### src/rtl/ffba_pkg.sv
`timescale 1ns / 1ps
`default_nettype none
// ----------------------------------------------------------------------------
// ffba_pkg
// Shared constants, codes and types of the first-fit bitmap block allocator.
// ----------------------------------------------------------------------------
package ffba_pkg;

	localparam int POOL_BLOCKS = 1024;
	localparam int WORD_BITS  = 64;
	localparam int MAP_WORDS  = (POOL_BLOCKS + WORD_BITS - 1) / WORD_BITS;
	localparam int BLK_W      = $clog2(POOL_BLOCKS);
	localparam int LIM_W      = BLK_W + 1;
	localparam int ROW_W      = $clog2(MAP_WORDS);
	localparam int BIT_W      = $clog2(WORD_BITS);
	localparam int CHUNK_BITS = 8;
	localparam int CHK_W      = $clog2(CHUNK_BITS);
	localparam int CHUNKS     = WORD_BITS / CHUNK_BITS;
	localparam int CHUNK_W    = $clog2(CHUNKS);

	localparam int BYTES_W    = 24;
	localparam int ADDR_W     = 32;
	localparam int SHIFT_W    = 4;
	localparam int MANAGED_W  = 11;
	localparam int NEED_W     = BYTES_W + 1;
	localparam int CFG_IDX_W  = 2;
	localparam int CFG_DATA_W = 32;
	localparam int IN_DATA_W  = 56;
	localparam int OUT_DATA_W = 48;

	localparam logic [SHIFT_W-1:0]   RST_BLOCK_SHIFT    = SHIFT_W'(6);
	localparam logic [MANAGED_W-1:0] RST_BLOCKS_MANAGED = MANAGED_W'(1024);
	localparam logic [ADDR_W-1:0]    RST_POOL_BASE      = '0;

	typedef enum logic [1:0] {
		STAT_OK       = 2'd0,
		STAT_NO_SPACE = 2'd1,
		STAT_NOT_HEAD = 2'd2
	} status_t;

	typedef enum logic {
		CMD_ALLOC = 1'b0,
		CMD_FREE  = 1'b1
	} cmd_t;

	typedef enum logic [CFG_IDX_W-1:0] {
		REG_BLOCK_SHIFT    = 2'd0,
		REG_BLOCKS_MANAGED = 2'd1,
		REG_POOL_BASE      = 2'd2
	} reg_idx_t;

	typedef enum logic [3:0] {
		ST_IDLE,
		ST_PREP,
		ST_RD,
		ST_SCAN,
		ST_MARK_PREP,
		ST_MRD,
		ST_MWR,
		ST_FRD,
		ST_FLOAD,
		ST_FWALK,
		ST_FWR,
		ST_DONE
	} state_t;

	typedef struct packed {
		logic [SHIFT_W-1:0]   block_shift;
		logic [MANAGED_W-1:0] blocks_managed;
		logic [ADDR_W-1:0]    pool_base;
	} cfg_t;

	typedef struct packed {
		logic                 rd_en;
		logic                 wr_en;
		logic [ROW_W-1:0]     addr;
		logic [WORD_BITS-1:0] used;
		logic [WORD_BITS-1:0] head;
	} ram_req_t;

	typedef struct packed {
		logic [WORD_BITS-1:0] used;
		logic [WORD_BITS-1:0] head;
	} ram_rsp_t;

	typedef struct packed {
		logic              valid;
		status_t           status;
		logic [ADDR_W-1:0] grant;
		logic [BLK_W-1:0]  first;
	} result_t;

endpackage
`default_nettype wire

### src/rtl/ffba_map_ram.sv
`timescale 1ns / 1ps
`default_nettype none
// ----------------------------------------------------------------------------
// ffba_map_ram
// Used and head bitmap rows, one port, registered read, per-row valid bits
// so that rows never written since reset read as zero.
// ----------------------------------------------------------------------------
module ffba_map_ram (
	input  wire logic               clk,
	input  wire logic               arst_n,
	input  wire ffba_pkg::ram_req_t req,
	output ffba_pkg::ram_rsp_t      rsp
);

	logic [ffba_pkg::WORD_BITS-1:0] used_mem [ffba_pkg::MAP_WORDS];
	logic [ffba_pkg::WORD_BITS-1:0] head_mem [ffba_pkg::MAP_WORDS];
	logic [ffba_pkg::MAP_WORDS-1:0] row_valid_q;
	logic [ffba_pkg::WORD_BITS-1:0] used_rd_q;
	logic [ffba_pkg::WORD_BITS-1:0] head_rd_q;
	logic                           rd_valid_q;

	always_ff @(posedge clk) begin
		if (req.wr_en) begin
			used_mem[req.addr] <= req.used;
			head_mem[req.addr] <= req.head;
		end
		if (req.rd_en) begin
			used_rd_q <= used_mem[req.addr];
			head_rd_q <= head_mem[req.addr];
		end
	end

	always_ff @(posedge clk or negedge arst_n) begin
		if (!arst_n) begin
			row_valid_q <= '0;
			rd_valid_q  <= 1'b0;
		end else begin
			if (req.wr_en) begin
				row_valid_q[req.addr] <= 1'b1;
			end
			if (req.rd_en) begin
				rd_valid_q <= row_valid_q[req.addr];
			end
		end
	end

	assign rsp.used = rd_valid_q ? used_rd_q : '0;
	assign rsp.head = rd_valid_q ? head_rd_q : '0;

endmodule
`default_nettype wire

### src/rtl/ffba_ctrl.sv
`timescale 1ns / 1ps
`default_nettype none
// ----------------------------------------------------------------------------
// ffba_ctrl
// Sequencer and chunk logic: first-fit scan and free walk over the bitmap rows,
// eight bits per cycle between row reads, and row marking a whole row per write.
// ----------------------------------------------------------------------------
module ffba_ctrl (
	input  wire logic                              clk,
	input  wire logic                              arst_n,
	input  wire ffba_pkg::cfg_t                    cfg,
	input  wire logic                              in_valid,
	output logic                                   in_ready,
	input  wire ffba_pkg::cmd_t                    in_cmd,
	input  wire logic [ffba_pkg::BYTES_W-1:0]      in_bytes,
	input  wire logic [ffba_pkg::ADDR_W-1:0]       in_addr,
	input  wire logic                              out_free,
	output ffba_pkg::result_t                      res,
	output ffba_pkg::ram_req_t                     ram_req,
	input  wire ffba_pkg::ram_rsp_t                ram_rsp
);

	localparam logic [ffba_pkg::CHUNK_W-1:0] LAST_CHUNK = ffba_pkg::CHUNK_W'(ffba_pkg::CHUNKS - 1);
	localparam logic [ffba_pkg::ROW_W-1:0]   LAST_ROW   = ffba_pkg::ROW_W'(ffba_pkg::MAP_WORDS - 1);

	ffba_pkg::state_t state_q, state_d;
	ffba_pkg::cmd_t   cmd_q;
	ffba_pkg::status_t status_q;

	logic [ffba_pkg::BYTES_W-1:0]   bytes_q;
	logic [ffba_pkg::ADDR_W-1:0]    diff_q;
	logic [ffba_pkg::NEED_W-1:0]    need_q;
	logic [ffba_pkg::BLK_W-1:0]     idx_q;
	logic [ffba_pkg::ROW_W-1:0]     w_q;
	logic [ffba_pkg::CHUNK_W-1:0]   c_q;
	logic [ffba_pkg::LIM_W-1:0]     run_q;
	logic [ffba_pkg::BLK_W-1:0]     end_q;
	logic [ffba_pkg::BLK_W-1:0]     start_q;
	logic [ffba_pkg::WORD_BITS-1:0] used_w_q;
	logic [ffba_pkg::WORD_BITS-1:0] head_w_q;
	logic                           go_q;
	logic                           chk_q;
	logic [ffba_pkg::ADDR_W-1:0]    grant_q;
	logic [ffba_pkg::BLK_W-1:0]     first_q;

	// managed limit
	logic [ffba_pkg::LIM_W-1:0] limit;
	assign limit = (cfg.blocks_managed > ffba_pkg::MANAGED_W'(ffba_pkg::POOL_BLOCKS))
		? ffba_pkg::LIM_W'(ffba_pkg::POOL_BLOCKS) : cfg.blocks_managed[ffba_pkg::LIM_W-1:0];

	// block count and free index
	logic [ffba_pkg::BYTES_W-1:0] n_quot;
	logic                         n_rem;
	logic [ffba_pkg::NEED_W-1:0]  n_need;
	logic [ffba_pkg::ADDR_W-1:0]  f_idx;
	logic                         f_in;

	assign n_quot = bytes_q >> cfg.block_shift;
	assign n_rem  = |(bytes_q & ((ffba_pkg::BYTES_W'(1) << cfg.block_shift)
		- ffba_pkg::BYTES_W'(1)));
	assign n_need = ffba_pkg::NEED_W'(n_quot) + ffba_pkg::NEED_W'(n_rem);
	assign f_idx  = diff_q >> cfg.block_shift;
	assign f_in   = f_idx < ffba_pkg::ADDR_W'(limit);

	// chunk position
	logic [ffba_pkg::BLK_W-1:0] s_base;
	logic [ffba_pkg::LIM_W-1:0] s_next;
	assign s_base = {w_q, c_q, ffba_pkg::CHK_W'(0)};
	assign s_next = ffba_pkg::LIM_W'(s_base) + ffba_pkg::LIM_W'(ffba_pkg::CHUNK_BITS);

	// first-fit scan of one chunk
	logic [ffba_pkg::CHUNK_BITS-1:0] s_chunk;
	logic [ffba_pkg::LIM_W-1:0]      s_run;
	logic [ffba_pkg::LIM_W-1:0]      s_gi;
	logic                            s_found;
	logic [ffba_pkg::BLK_W-1:0]      s_end;

	always_comb begin
		s_chunk = ram_rsp.used[c_q * ffba_pkg::CHUNK_BITS +: ffba_pkg::CHUNK_BITS];
		s_run   = run_q;
		s_found = 1'b0;
		s_end   = '0;
		s_gi    = '0;
		for (int j = 0; j < ffba_pkg::CHUNK_BITS; j++) begin
			s_gi = ffba_pkg::LIM_W'(s_base) + ffba_pkg::LIM_W'(j);
			if (!s_found && (s_gi < limit)) begin
				if (!s_chunk[j]) begin
					s_run = s_run + ffba_pkg::LIM_W'(1);
					if (ffba_pkg::NEED_W'(s_run) == need_q) begin
						s_found = 1'b1;
						s_end   = s_gi[ffba_pkg::BLK_W-1:0];
					end
				end else begin
					s_run = '0;
				end
			end
		end
	end

	// free walk over one chunk
	logic [ffba_pkg::CHUNK_BITS-1:0] w_chunk_u;
	logic [ffba_pkg::CHUNK_BITS-1:0] w_chunk_h;
	logic [ffba_pkg::CHUNK_BITS-1:0] w_chunk_n;
	logic [ffba_pkg::LIM_W-1:0]      w_gi;
	logic                            w_go;

	always_comb begin
		w_chunk_u = used_w_q[c_q * ffba_pkg::CHUNK_BITS +: ffba_pkg::CHUNK_BITS];
		w_chunk_h = head_w_q[c_q * ffba_pkg::CHUNK_BITS +: ffba_pkg::CHUNK_BITS];
		w_chunk_n = w_chunk_u;
		w_go      = go_q;
		w_gi      = '0;
		for (int j = 0; j < ffba_pkg::CHUNK_BITS; j++) begin
			w_gi = ffba_pkg::LIM_W'(s_base) + ffba_pkg::LIM_W'(j);
			if (w_gi >= ffba_pkg::LIM_W'(idx_q)) begin
				if (w_go && (w_gi < limit) && w_chunk_u[j] && !w_chunk_h[j]) begin
					w_chunk_n[j] = 1'b0;
				end else begin
					w_go = 1'b0;
				end
			end
		end
	end

	// row masks for marking a granted run
	logic [ffba_pkg::WORD_BITS-1:0] m_mask;
	logic [ffba_pkg::WORD_BITS-1:0] m_head;
	logic [ffba_pkg::BLK_W-1:0]     m_gi;
	logic [ffba_pkg::BLK_W-1:0]     mp_start;
	logic [ffba_pkg::ADDR_W-1:0]    g_addr;

	always_comb begin
		m_mask = '0;
		m_head = '0;
		m_gi   = '0;
		for (int p = 0; p < ffba_pkg::WORD_BITS; p++) begin
			m_gi      = {w_q, ffba_pkg::BIT_W'(p)};
			m_mask[p] = (m_gi >= start_q) && (m_gi <= end_q);
			m_head[p] = (m_gi == start_q);
		end
	end

	assign mp_start = ffba_pkg::BLK_W'(ffba_pkg::LIM_W'(end_q) + ffba_pkg::LIM_W'(1)
		- need_q[ffba_pkg::LIM_W-1:0]);
	assign g_addr = cfg.pool_base + (ffba_pkg::ADDR_W'(start_q) << cfg.block_shift);

	logic hb;
	assign hb = ram_rsp.head[idx_q[ffba_pkg::BIT_W-1:0]];

	// next state
	always_comb begin
		state_d = state_q;
		case (state_q)
			ffba_pkg::ST_IDLE: begin
				if (in_valid) state_d = ffba_pkg::ST_PREP;
			end
			ffba_pkg::ST_PREP: begin
				if (cmd_q == ffba_pkg::CMD_ALLOC) begin
					state_d = (n_need == '0) ? ffba_pkg::ST_DONE : ffba_pkg::ST_RD;
				end else begin
					state_d = f_in ? ffba_pkg::ST_FRD : ffba_pkg::ST_DONE;
				end
			end
			ffba_pkg::ST_RD: state_d = ffba_pkg::ST_SCAN;
			ffba_pkg::ST_SCAN: begin
				if (s_found) state_d = ffba_pkg::ST_MARK_PREP;
				else if (s_next >= limit) state_d = ffba_pkg::ST_DONE;
				else if (c_q == LAST_CHUNK) state_d = ffba_pkg::ST_RD;
			end
			ffba_pkg::ST_MARK_PREP: state_d = ffba_pkg::ST_MRD;
			ffba_pkg::ST_MRD: state_d = ffba_pkg::ST_MWR;
			ffba_pkg::ST_MWR: begin
				state_d = (w_q == end_q[ffba_pkg::BLK_W-1:ffba_pkg::BIT_W])
					? ffba_pkg::ST_DONE : ffba_pkg::ST_MRD;
			end
			ffba_pkg::ST_FRD: state_d = ffba_pkg::ST_FLOAD;
			ffba_pkg::ST_FLOAD: begin
				state_d = (chk_q && !hb) ? ffba_pkg::ST_DONE : ffba_pkg::ST_FWALK;
			end
			ffba_pkg::ST_FWALK: begin
				if (!w_go || (c_q == LAST_CHUNK)) state_d = ffba_pkg::ST_FWR;
			end
			ffba_pkg::ST_FWR: begin
				state_d = (go_q && (w_q != LAST_ROW)) ? ffba_pkg::ST_FRD : ffba_pkg::ST_DONE;
			end
			ffba_pkg::ST_DONE: begin
				if (out_free) state_d = ffba_pkg::ST_IDLE;
			end
			default: state_d = ffba_pkg::ST_IDLE;
		endcase
	end

	// outputs
	always_comb begin
		in_ready      = 1'b0;
		ram_req.rd_en = 1'b0;
		ram_req.wr_en = 1'b0;
		ram_req.addr  = w_q;
		ram_req.used  = used_w_q;
		ram_req.head  = head_w_q;
		res.valid     = 1'b0;
		res.status    = status_q;
		res.grant     = grant_q;
		res.first     = first_q;
		case (state_q)
			ffba_pkg::ST_IDLE: in_ready = 1'b1;
			ffba_pkg::ST_RD, ffba_pkg::ST_MRD, ffba_pkg::ST_FRD: ram_req.rd_en = 1'b1;
			ffba_pkg::ST_MWR: begin
				ram_req.wr_en = 1'b1;
				ram_req.used  = ram_rsp.used | m_mask;
				ram_req.head  = ram_rsp.head | m_head;
			end
			ffba_pkg::ST_FWR: ram_req.wr_en = 1'b1;
			ffba_pkg::ST_DONE: res.valid = out_free;
			default: ;
		endcase
	end

	// control registers
	always_ff @(posedge clk or negedge arst_n) begin
		if (!arst_n) begin
			state_q <= ffba_pkg::ST_IDLE;
			go_q    <= 1'b0;
			chk_q   <= 1'b0;
		end else begin
			state_q <= state_d;
			case (state_q)
				ffba_pkg::ST_PREP: begin
					go_q  <= 1'b1;
					chk_q <= 1'b1;
				end
				ffba_pkg::ST_FLOAD: chk_q <= 1'b0;
				ffba_pkg::ST_FWALK: go_q <= w_go;
				default: ;
			endcase
		end
	end

	// datapath registers
	always_ff @(posedge clk) begin
		case (state_q)
			ffba_pkg::ST_IDLE: begin
				cmd_q   <= in_cmd;
				bytes_q <= in_bytes;
				diff_q  <= in_addr - cfg.pool_base;
				run_q   <= '0;
				c_q     <= '0;
			end
			ffba_pkg::ST_PREP: begin
				need_q <= n_need;
				idx_q  <= f_idx[ffba_pkg::BLK_W-1:0];
				w_q    <= (cmd_q == ffba_pkg::CMD_ALLOC)
					? '0 : f_idx[ffba_pkg::BLK_W-1:ffba_pkg::BIT_W];
				grant_q <= '0;
				first_q <= '0;
				status_q <= (cmd_q == ffba_pkg::CMD_ALLOC)
					? ffba_pkg::STAT_NO_SPACE : ffba_pkg::STAT_NOT_HEAD;
			end
			ffba_pkg::ST_SCAN: begin
				run_q <= s_run;
				end_q <= s_end;
				if (c_q == LAST_CHUNK) begin
					w_q <= w_q + ffba_pkg::ROW_W'(1);
				end
				c_q <= c_q + ffba_pkg::CHUNK_W'(1);
			end
			ffba_pkg::ST_MARK_PREP: begin
				start_q <= mp_start;
				w_q     <= mp_start[ffba_pkg::BLK_W-1:ffba_pkg::BIT_W];
			end
			ffba_pkg::ST_MWR: begin
				w_q <= w_q + ffba_pkg::ROW_W'(1);
				if (w_q == end_q[ffba_pkg::BLK_W-1:ffba_pkg::BIT_W]) begin
					status_q <= ffba_pkg::STAT_OK;
					grant_q  <= g_addr;
					first_q  <= start_q;
				end
			end
			ffba_pkg::ST_FLOAD: begin
				used_w_q <= ram_rsp.used;
				head_w_q <= chk_q
					? (ram_rsp.head & ~(ffba_pkg::WORD_BITS'(1)
						<< idx_q[ffba_pkg::BIT_W-1:0]))
					: ram_rsp.head;
				c_q      <= chk_q ? idx_q[ffba_pkg::BIT_W-1:ffba_pkg::CHK_W] : '0;
			end
			ffba_pkg::ST_FWALK: begin
				used_w_q[c_q * ffba_pkg::CHUNK_BITS +: ffba_pkg::CHUNK_BITS] <= w_chunk_n;
				c_q <= c_q + ffba_pkg::CHUNK_W'(1);
			end
			ffba_pkg::ST_FWR: begin
				w_q      <= w_q + ffba_pkg::ROW_W'(1);
				status_q <= ffba_pkg::STAT_OK;
				first_q  <= idx_q;
			end
			default: ;
		endcase
	end

	a_no_rw_same_cycle: assert property (@(posedge clk) disable iff (!arst_n)
		!(ram_req.rd_en && ram_req.wr_en))
		else $error("bitmap row read and written in one cycle");

	a_accept_to_prep: assert property (@(posedge clk) disable iff (!arst_n)
		(in_valid && in_ready) |=> (state_q == ffba_pkg::ST_PREP))
		else $error("accepted request did not enter prep");

	a_result_only_done: assert property (@(posedge clk) disable iff (!arst_n)
		res.valid |-> (state_q == ffba_pkg::ST_DONE) && out_free)
		else $error("result issued outside done");

	a_scan_after_read: assert property (@(posedge clk) disable iff (!arst_n)
		(state_q == ffba_pkg::ST_SCAN) |->
		($past(state_q) == ffba_pkg::ST_RD) || ($past(state_q) == ffba_pkg::ST_SCAN))
		else $error("scan without a row read");

	a_mark_write_after_read: assert property (@(posedge clk) disable iff (!arst_n)
		(state_q == ffba_pkg::ST_MWR) |-> ($past(state_q) == ffba_pkg::ST_MRD))
		else $error("mark write without a row read");

endmodule
`default_nettype wire

### src/rtl/first_fit_bitmap_block_allocator.sv
`timescale 1ns / 1ps
`default_nettype none
// Allocate: a row read, then a scan of the row eight blocks per cycle in the chunk
// unit, row after row; a found run is then marked with a read and a write per row.
// Free: each row is read, loaded, walked chunk by chunk and written back; the walk
// ends early when the released block is not a head.
// One request at a time; the next request is taken while the result waits.
// Reset clears both bitmaps at once through per-row valid bits, no clearing pass,
// and loads block_shift 6, blocks_managed 1024 and pool_base 0.
// ----------------------------------------------------------------------------
// first_fit_bitmap_block_allocator
// Block pool allocator with first-fit search over used and head bitmaps.
// ----------------------------------------------------------------------------
module first_fit_bitmap_block_allocator (
	input  wire logic                                clk,
	input  wire logic                                arst_n,
	input  wire logic                                s_tvalid,
	output logic                                     s_tready,
	input  wire logic [ffba_pkg::IN_DATA_W-1:0]      s_tdata,  // request_bytes, release_address
	input  wire logic [0:0]                          s_tuser,  // cmd
	output logic                                     m_tvalid,
	input  wire logic                                m_tready,
	output logic [ffba_pkg::OUT_DATA_W-1:0]          m_tdata,  // grant_address, first_block
	output logic [1:0]                               m_tuser,  // status
	input  wire logic                                cfg_valid,
	output logic                                     cfg_ready,
	input  wire logic [ffba_pkg::CFG_IDX_W-1:0]      cfg_index,
	input  wire logic [ffba_pkg::CFG_DATA_W-1:0]     cfg_data
);

	ffba_pkg::cfg_t     cfg_q;
	ffba_pkg::result_t  res;
	ffba_pkg::ram_req_t ram_req;
	ffba_pkg::ram_rsp_t ram_rsp;
	ffba_pkg::status_t  out_status_q;

	logic                          out_valid_q;
	logic [ffba_pkg::ADDR_W-1:0]   out_grant_q;
	logic [ffba_pkg::BLK_W-1:0]    out_first_q;
	logic                          out_free;

	assign cfg_ready = 1'b1;

	always_ff @(posedge clk or negedge arst_n) begin
		if (!arst_n) begin
			cfg_q.block_shift    <= ffba_pkg::RST_BLOCK_SHIFT;
			cfg_q.blocks_managed <= ffba_pkg::RST_BLOCKS_MANAGED;
			cfg_q.pool_base      <= ffba_pkg::RST_POOL_BASE;
		end else if (cfg_valid) begin
			case (cfg_index)
				ffba_pkg::REG_BLOCK_SHIFT:
					cfg_q.block_shift <= cfg_data[ffba_pkg::SHIFT_W-1:0];
				ffba_pkg::REG_BLOCKS_MANAGED:
					cfg_q.blocks_managed <= cfg_data[ffba_pkg::MANAGED_W-1:0];
				ffba_pkg::REG_POOL_BASE:
					cfg_q.pool_base <= cfg_data[ffba_pkg::ADDR_W-1:0];
				default: ;
			endcase
		end
	end

	ffba_map_ram u_map (
		.clk    (clk),
		.arst_n (arst_n),
		.req    (ram_req),
		.rsp    (ram_rsp)
	);

	ffba_ctrl u_ctrl (
		.clk      (clk),
		.arst_n   (arst_n),
		.cfg      (cfg_q),
		.in_valid (s_tvalid),
		.in_ready (s_tready),
		.in_cmd   (ffba_pkg::cmd_t'(s_tuser[0])),
		.in_bytes (s_tdata[ffba_pkg::BYTES_W-1:0]),
		.in_addr  (s_tdata[ffba_pkg::BYTES_W +: ffba_pkg::ADDR_W]),
		.out_free (out_free),
		.res      (res),
		.ram_req  (ram_req),
		.ram_rsp  (ram_rsp)
	);

	// output register
	assign out_free = !out_valid_q || m_tready;

	always_ff @(posedge clk or negedge arst_n) begin
		if (!arst_n) begin
			out_valid_q <= 1'b0;
		end else if (res.valid) begin
			out_valid_q <= 1'b1;
		end else if (m_tready) begin
			out_valid_q <= 1'b0;
		end
	end

	always_ff @(posedge clk) begin
		if (res.valid) begin
			out_status_q <= res.status;
			out_grant_q  <= res.grant;
			out_first_q  <= res.first;
		end
	end

	assign m_tvalid = out_valid_q;
	assign m_tuser  = out_status_q;
	assign m_tdata  = {{(ffba_pkg::OUT_DATA_W - ffba_pkg::ADDR_W - ffba_pkg::BLK_W){1'b0}},
		out_first_q, out_grant_q};

endmodule
`default_nettype wire
### config.mk
export PLATFORM = sky130hd
export DESIGN_NAME = first_fit_bitmap_block_allocator
export DESIGN_NICKNAME = d
export VERILOG_FILES = /design/src/rtl/ffba_pkg.sv /design/src/rtl/ffba_map_ram.sv /design/src/rtl/ffba_ctrl.sv /design/src/rtl/first_fit_bitmap_block_allocator.sv
export SDC_FILE = /design/constraint.sdc
export NUM_CORES = 2
export LEC_CHECK = 0
export BUFFER_PORTS_ARGS = -buffer_cell sky130_fd_sc_hd__buf_2
export CELL_PAD_IN_SITES_DETAIL_PLACEMENT = 0
export CELL_PAD_IN_SITES_GLOBAL_PLACEMENT = 2
export CORE_AREA = 2 2 639 641
export DETAILED_ROUTE_END_ITERATION = 8
export DIE_AREA = 0 0 641 643
export GPL_ROUTABILITY_DRIVEN = 0
export PLACE_DENSITY_LB_ADDON = 0.1
export SYNTH_ARGS = -nofsm -noshare
export SYNTH_HDL_FRONTEND = slang
export SYNTH_SLANG_ARGS = --single-unit
### constraint.sdc
create_clock -name clk -period 37 [get_ports clk]
set_input_delay 7.4 -clock clk [delete_from_list [all_inputs] [get_ports clk]]
set_output_delay 7.4 -clock clk [all_outputs]
set_load 0.01 [all_outputs]
==> results.py <==
metrics = {
    "status": {
        "status": "finished, final reports clean",
    },
    "floorplanning": {
        "row_count": 234,
        "core_um2": 405000,
        "die_h_um": 643,
        "dieArea_um2": 412000,
        "io_pins": 149,
        "die_w_um": 641,
        "start_util": 0.289,
    },
    "critical_path": {
        "slowest_stage": "or4b_1",
        "cp-startpoint": "cfg_q[42]",
        "critPathTopFamily": "compound AO/OA/AOI/OAI gates",
        "endpoint_kind": "register",
        "worst-path-buf-inv": 4,
        "startpoint_type": "register",
        "max_stage_delay_ns": 0.87,
        "cp_max_fo": 24,
        "arrival_ns": 15.45,
        "rr_startpoint": "cfg_q[42]",
        "ff2ff_path_depth": 43,
        "reg2reg_slack_ns": 22.24,
        "r2r-end": "u_ctrl.end_q[1]",
        "cp_data_required_time_ns": 37.68,
        "critPathKind": "register to register",
        "crit_top_cell": "ha_1",
    },
    "route": {
        "drtAntennaViolNets": 0,
        "avgRoutedWirePerCell_um": 32.2,
        "dr.pass1.iters": 9,
        "drc": 0,
        "wl_um": 427000,
        "via_per_inst": 5.34,
        "first_iter_violations": 6628,
        "via_count": 70826,
    },
    "timing": {
        "fin_worst_skew_ns": 0.0780,
        "setup_tns_ns": 0,
        "max_freq_mhz": 67.7,
        "hold_violations": 0,
        "rsz0062_at_grt": "false",
        "report.final.setup_viol": 0,
        "period_share": 0.399,
        "fin_ws_ns": 22.24,
        "slew-limit-headroom": 0.0655,
        "post-route-min-period_ns": 14.76,
        "hold_slack_ns": 0.415,
        "slew_violations": 0,
        "worst_slew_pin_slew_ns": 1.40,
    },
    "layout": {
        "syn_to_final_growth_pct": 15.5,
        "nFillCells": 39288,
        "utilization": 0.334,
        "fin_area_um2": 135000,
        "fin_nets": 7825,
        "drive_gt1_frac": 0.228,
    },
    "pwr": {
        "power_frac_seq": 0.311,
        "switchingPower_mw": 5.32,
        "intPower_mw": 7.54,
        "powerDensity_nw_per_um2": 95.0,
        "ir_drop_v": 0.0000878,
        "p_comb_frac": 0.459,
        "leakage_nw": 43.5,
        "switching_share": 0.414,
        "p_clk_frac": 0.230,
    },
    "cts": {
        "cts_sinks": 2593,
        "clock_path_buffers": 4,
        "ctsHoldBuffers": 0,
        "ctsResizeCount": 0,
        "post_cts_buffers": 0,
        "cts_root_buffer": "clkbuf_16",
        "cts_buffers": 308,
        "htree_num_levels": 5,
        "tritoncts": "done",
        "clk_pin_slew_ns": 0.07,
        "clk_latency_ns": 0.96,
    },
    "synth": {
        "yosysWarnings": 0,
        "ys_ff_latch": 2593,
        "synth_seq_area_share": 0.662,
        "synth_cells": 7279,
        "synth_async_sr_flop_share": 0.0274,
        "synth_area_um2": 117000,
        "syn_area_per_cell_um2": 16.1,
        "synth_cell_types": 127,
        "synthFlopType": "edfxtp_1",
        "synth-edff-count": 2522,
    },
    "placement": {
        "io_buffers": 141,
        "hpwl_um": 268000,
        "detailedPlace.worstSlack_ns": 22.38,
        "place_area_um2": 126000,
    },
    "global_routing": {
        "grt_max_degree": 119,
        "grt_overflow": 0,
        "grt_pass1_wl_um": 592000,
        "grtUsageTotal": 0.203,
        "antenna_found_initial": 26,
        "grt_pass1_vias": 71814,
    },
    "worst_hold_path": {
        "worstHoldStart": "u_ctrl.grant_q[19]",
        "hold_class": "register to register",
        "hold_path_depth": 0,
        "min_to": "out_grant_q[19]",
    },
    "flow_run": {
        "max_cap_viol_count": 0,
    },
}
-- power groups by stage --
stage / clock [mW] / sequential, mW / combinational [mW]
after floorplan: 0 / 3.91 / 3.90
after global placement: 0 / 4.06 / 5.96
after detailed placement: 0 / 4.06 / 5.91
after CTS: 3.04 / 4.01 / 5.94
after global routing: 3.15 / 4.02 / 6.35
final: 2.95 / 4.00 / 5.90
-- area by class of cell --
type                    instances  area [um^2]  area share
clock buffers                 385         8120      0.0600
repair buffers                413         3010      0.0222
inverters                     159          597     0.00441
multi-input cells            4114        37700       0.279
flip-flops and latches       2593        77500       0.573
diodes                         10         25.0    0.000185
clock inverters               163         1540      0.0114
well taps                    5428         6790      0.0502
-- sequential cells by signal (all words and copies together), names as in the netlist, 2 cells and up --
name,flops
cfg_q,47
m_tuser,2
out_first_q,10
out_grant_q,32
u_ctrl.bytes_q,24
u_ctrl.c_q,3
u_ctrl.diff_q,32
u_ctrl.end_q,10
u_ctrl.first_q,10
u_ctrl.grant_q,32
u_ctrl.head_w_q,64
u_ctrl.idx_q,10
u_ctrl.need_q,25
u_ctrl.run_q,11
u_ctrl.start_q,10
u_ctrl.state_q,4
u_ctrl.status_q,2
u_ctrl.used_w_q,64
u_ctrl.w_q,4
u_map.head_mem,1024
u_map.head_rd_q,64
u_map.row_valid_q,16
u_map.used_mem,1024
u_map.used_rd_q,64
-- placed cells by master (no fill, tap or decap), types with 23 or more instances in the layout --
master and count:
a211oi_1 33, a21boi_0 26, a21oi_1 307, a221oi_1 27
a22o_1 46, a31oi_1 103, and2_1 41, and3_1 56
buf_2 140, buf_4 251, clkbuf_1 69, clkbuf_16 312
clkinv_1 64, clkinv_2 43, dfrtp_1 65, edfxtp_1 2522
ha_1 137, inv_1 152, mux2_2 58, mux2i_1 49
mux4_2 740, nand2_1 582, nand2b_1 43, nand3_1 100
nand4_1 50, nor2_1 434, nor2b_1 42, nor3_1 115
nor4_1 45, o211ai_1 29, o21ai_0 292, o21ai_1 30
o22ai_1 36, o31ai_1 23, or2_2 35, or3_1 42
xnor2_1 118, xor2_1 33
-- how the worst max path moves through the flow --
stage / cells past startpoint / slack, ns / to
floorplan: 54 / 23.11 / u_ctrl.end_q[1]
CTS: 43 / 22.37 / u_ctrl.end_q[1]
detailed placement: 43 / 22.38 / u_ctrl.end_q[1]
global route: 43 / 21.05 / u_ctrl.end_q[1]
finish: 43 / 22.24 / u_ctrl.end_q[1]
global placement: 43 / 22.27 / u_ctrl.end_q[1]
-- logic make-up after synthesis --
logic type,Yosys count,synth area share
muxes,847,0.152
DFF,2593,0.662
adders and majority gates,140,0.0151
AOI/OAI and AO/OA,1235,0.0687
xor gates and xnor gates,158,0.0126
other,2,0.0000641
buffers and inverters,577,0.0193
and+or+nand+nor,1727,0.0705
-- per-layer routing --
layer	share of wire	vias up	track usage
li1	-	29976	-
met1	0.45	38373	0.285
met2	0.49	1991	0.338
met3	0.043	478	0.0235
met4	0.021	8	0.0425
met5	0.00011	-	0
-- synth_stat cells (33+ instances only) --
cell,number,area share
nor4_1,46,0.0025
ha_1,137,0.015
nand3_1,100,0.0043
nand2_1,583,0.019
and2_1,41,0.0022
edfxtp_1,2522,0.65
a21oi_1,307,0.013
xnor2_1,118,0.0088
nand2b_1,43,0.0023
o21ai_0,314,0.013
or3_1,42,0.0022
nor2_1,449,0.014
or2_2,35,0.0019
nor3_1,123,0.0053
a31oi_1,117,0.0062
inv_1,153,0.0049
nand4_1,50,0.0027
and3_1,56,0.0030
a22o_1,46,0.0034
a211oi_1,33,0.0021
buf_1,80,0.0026
mux2i_1,49,0.0042
nor2b_1,43,0.0023
o22ai_1,36,0.0019
clkbuf_1,302,0.0097
dfrtp_1,68,0.015
mux4_2,740,0.14
xor2_1,33,0.0025
mux2_2,58,0.0056
-- stage by stage --
step	total power, mW	cells
6_report	12.9	13265
2_1_floorplan	7.81	7284
3_3_place_gp	10.0	12705
4_1_cts	13.0	13253
3_5_place_dp	9.98	12705
5_1_grt	13.5	13258
Note: power is estimated with default switching activity, not from simulation.
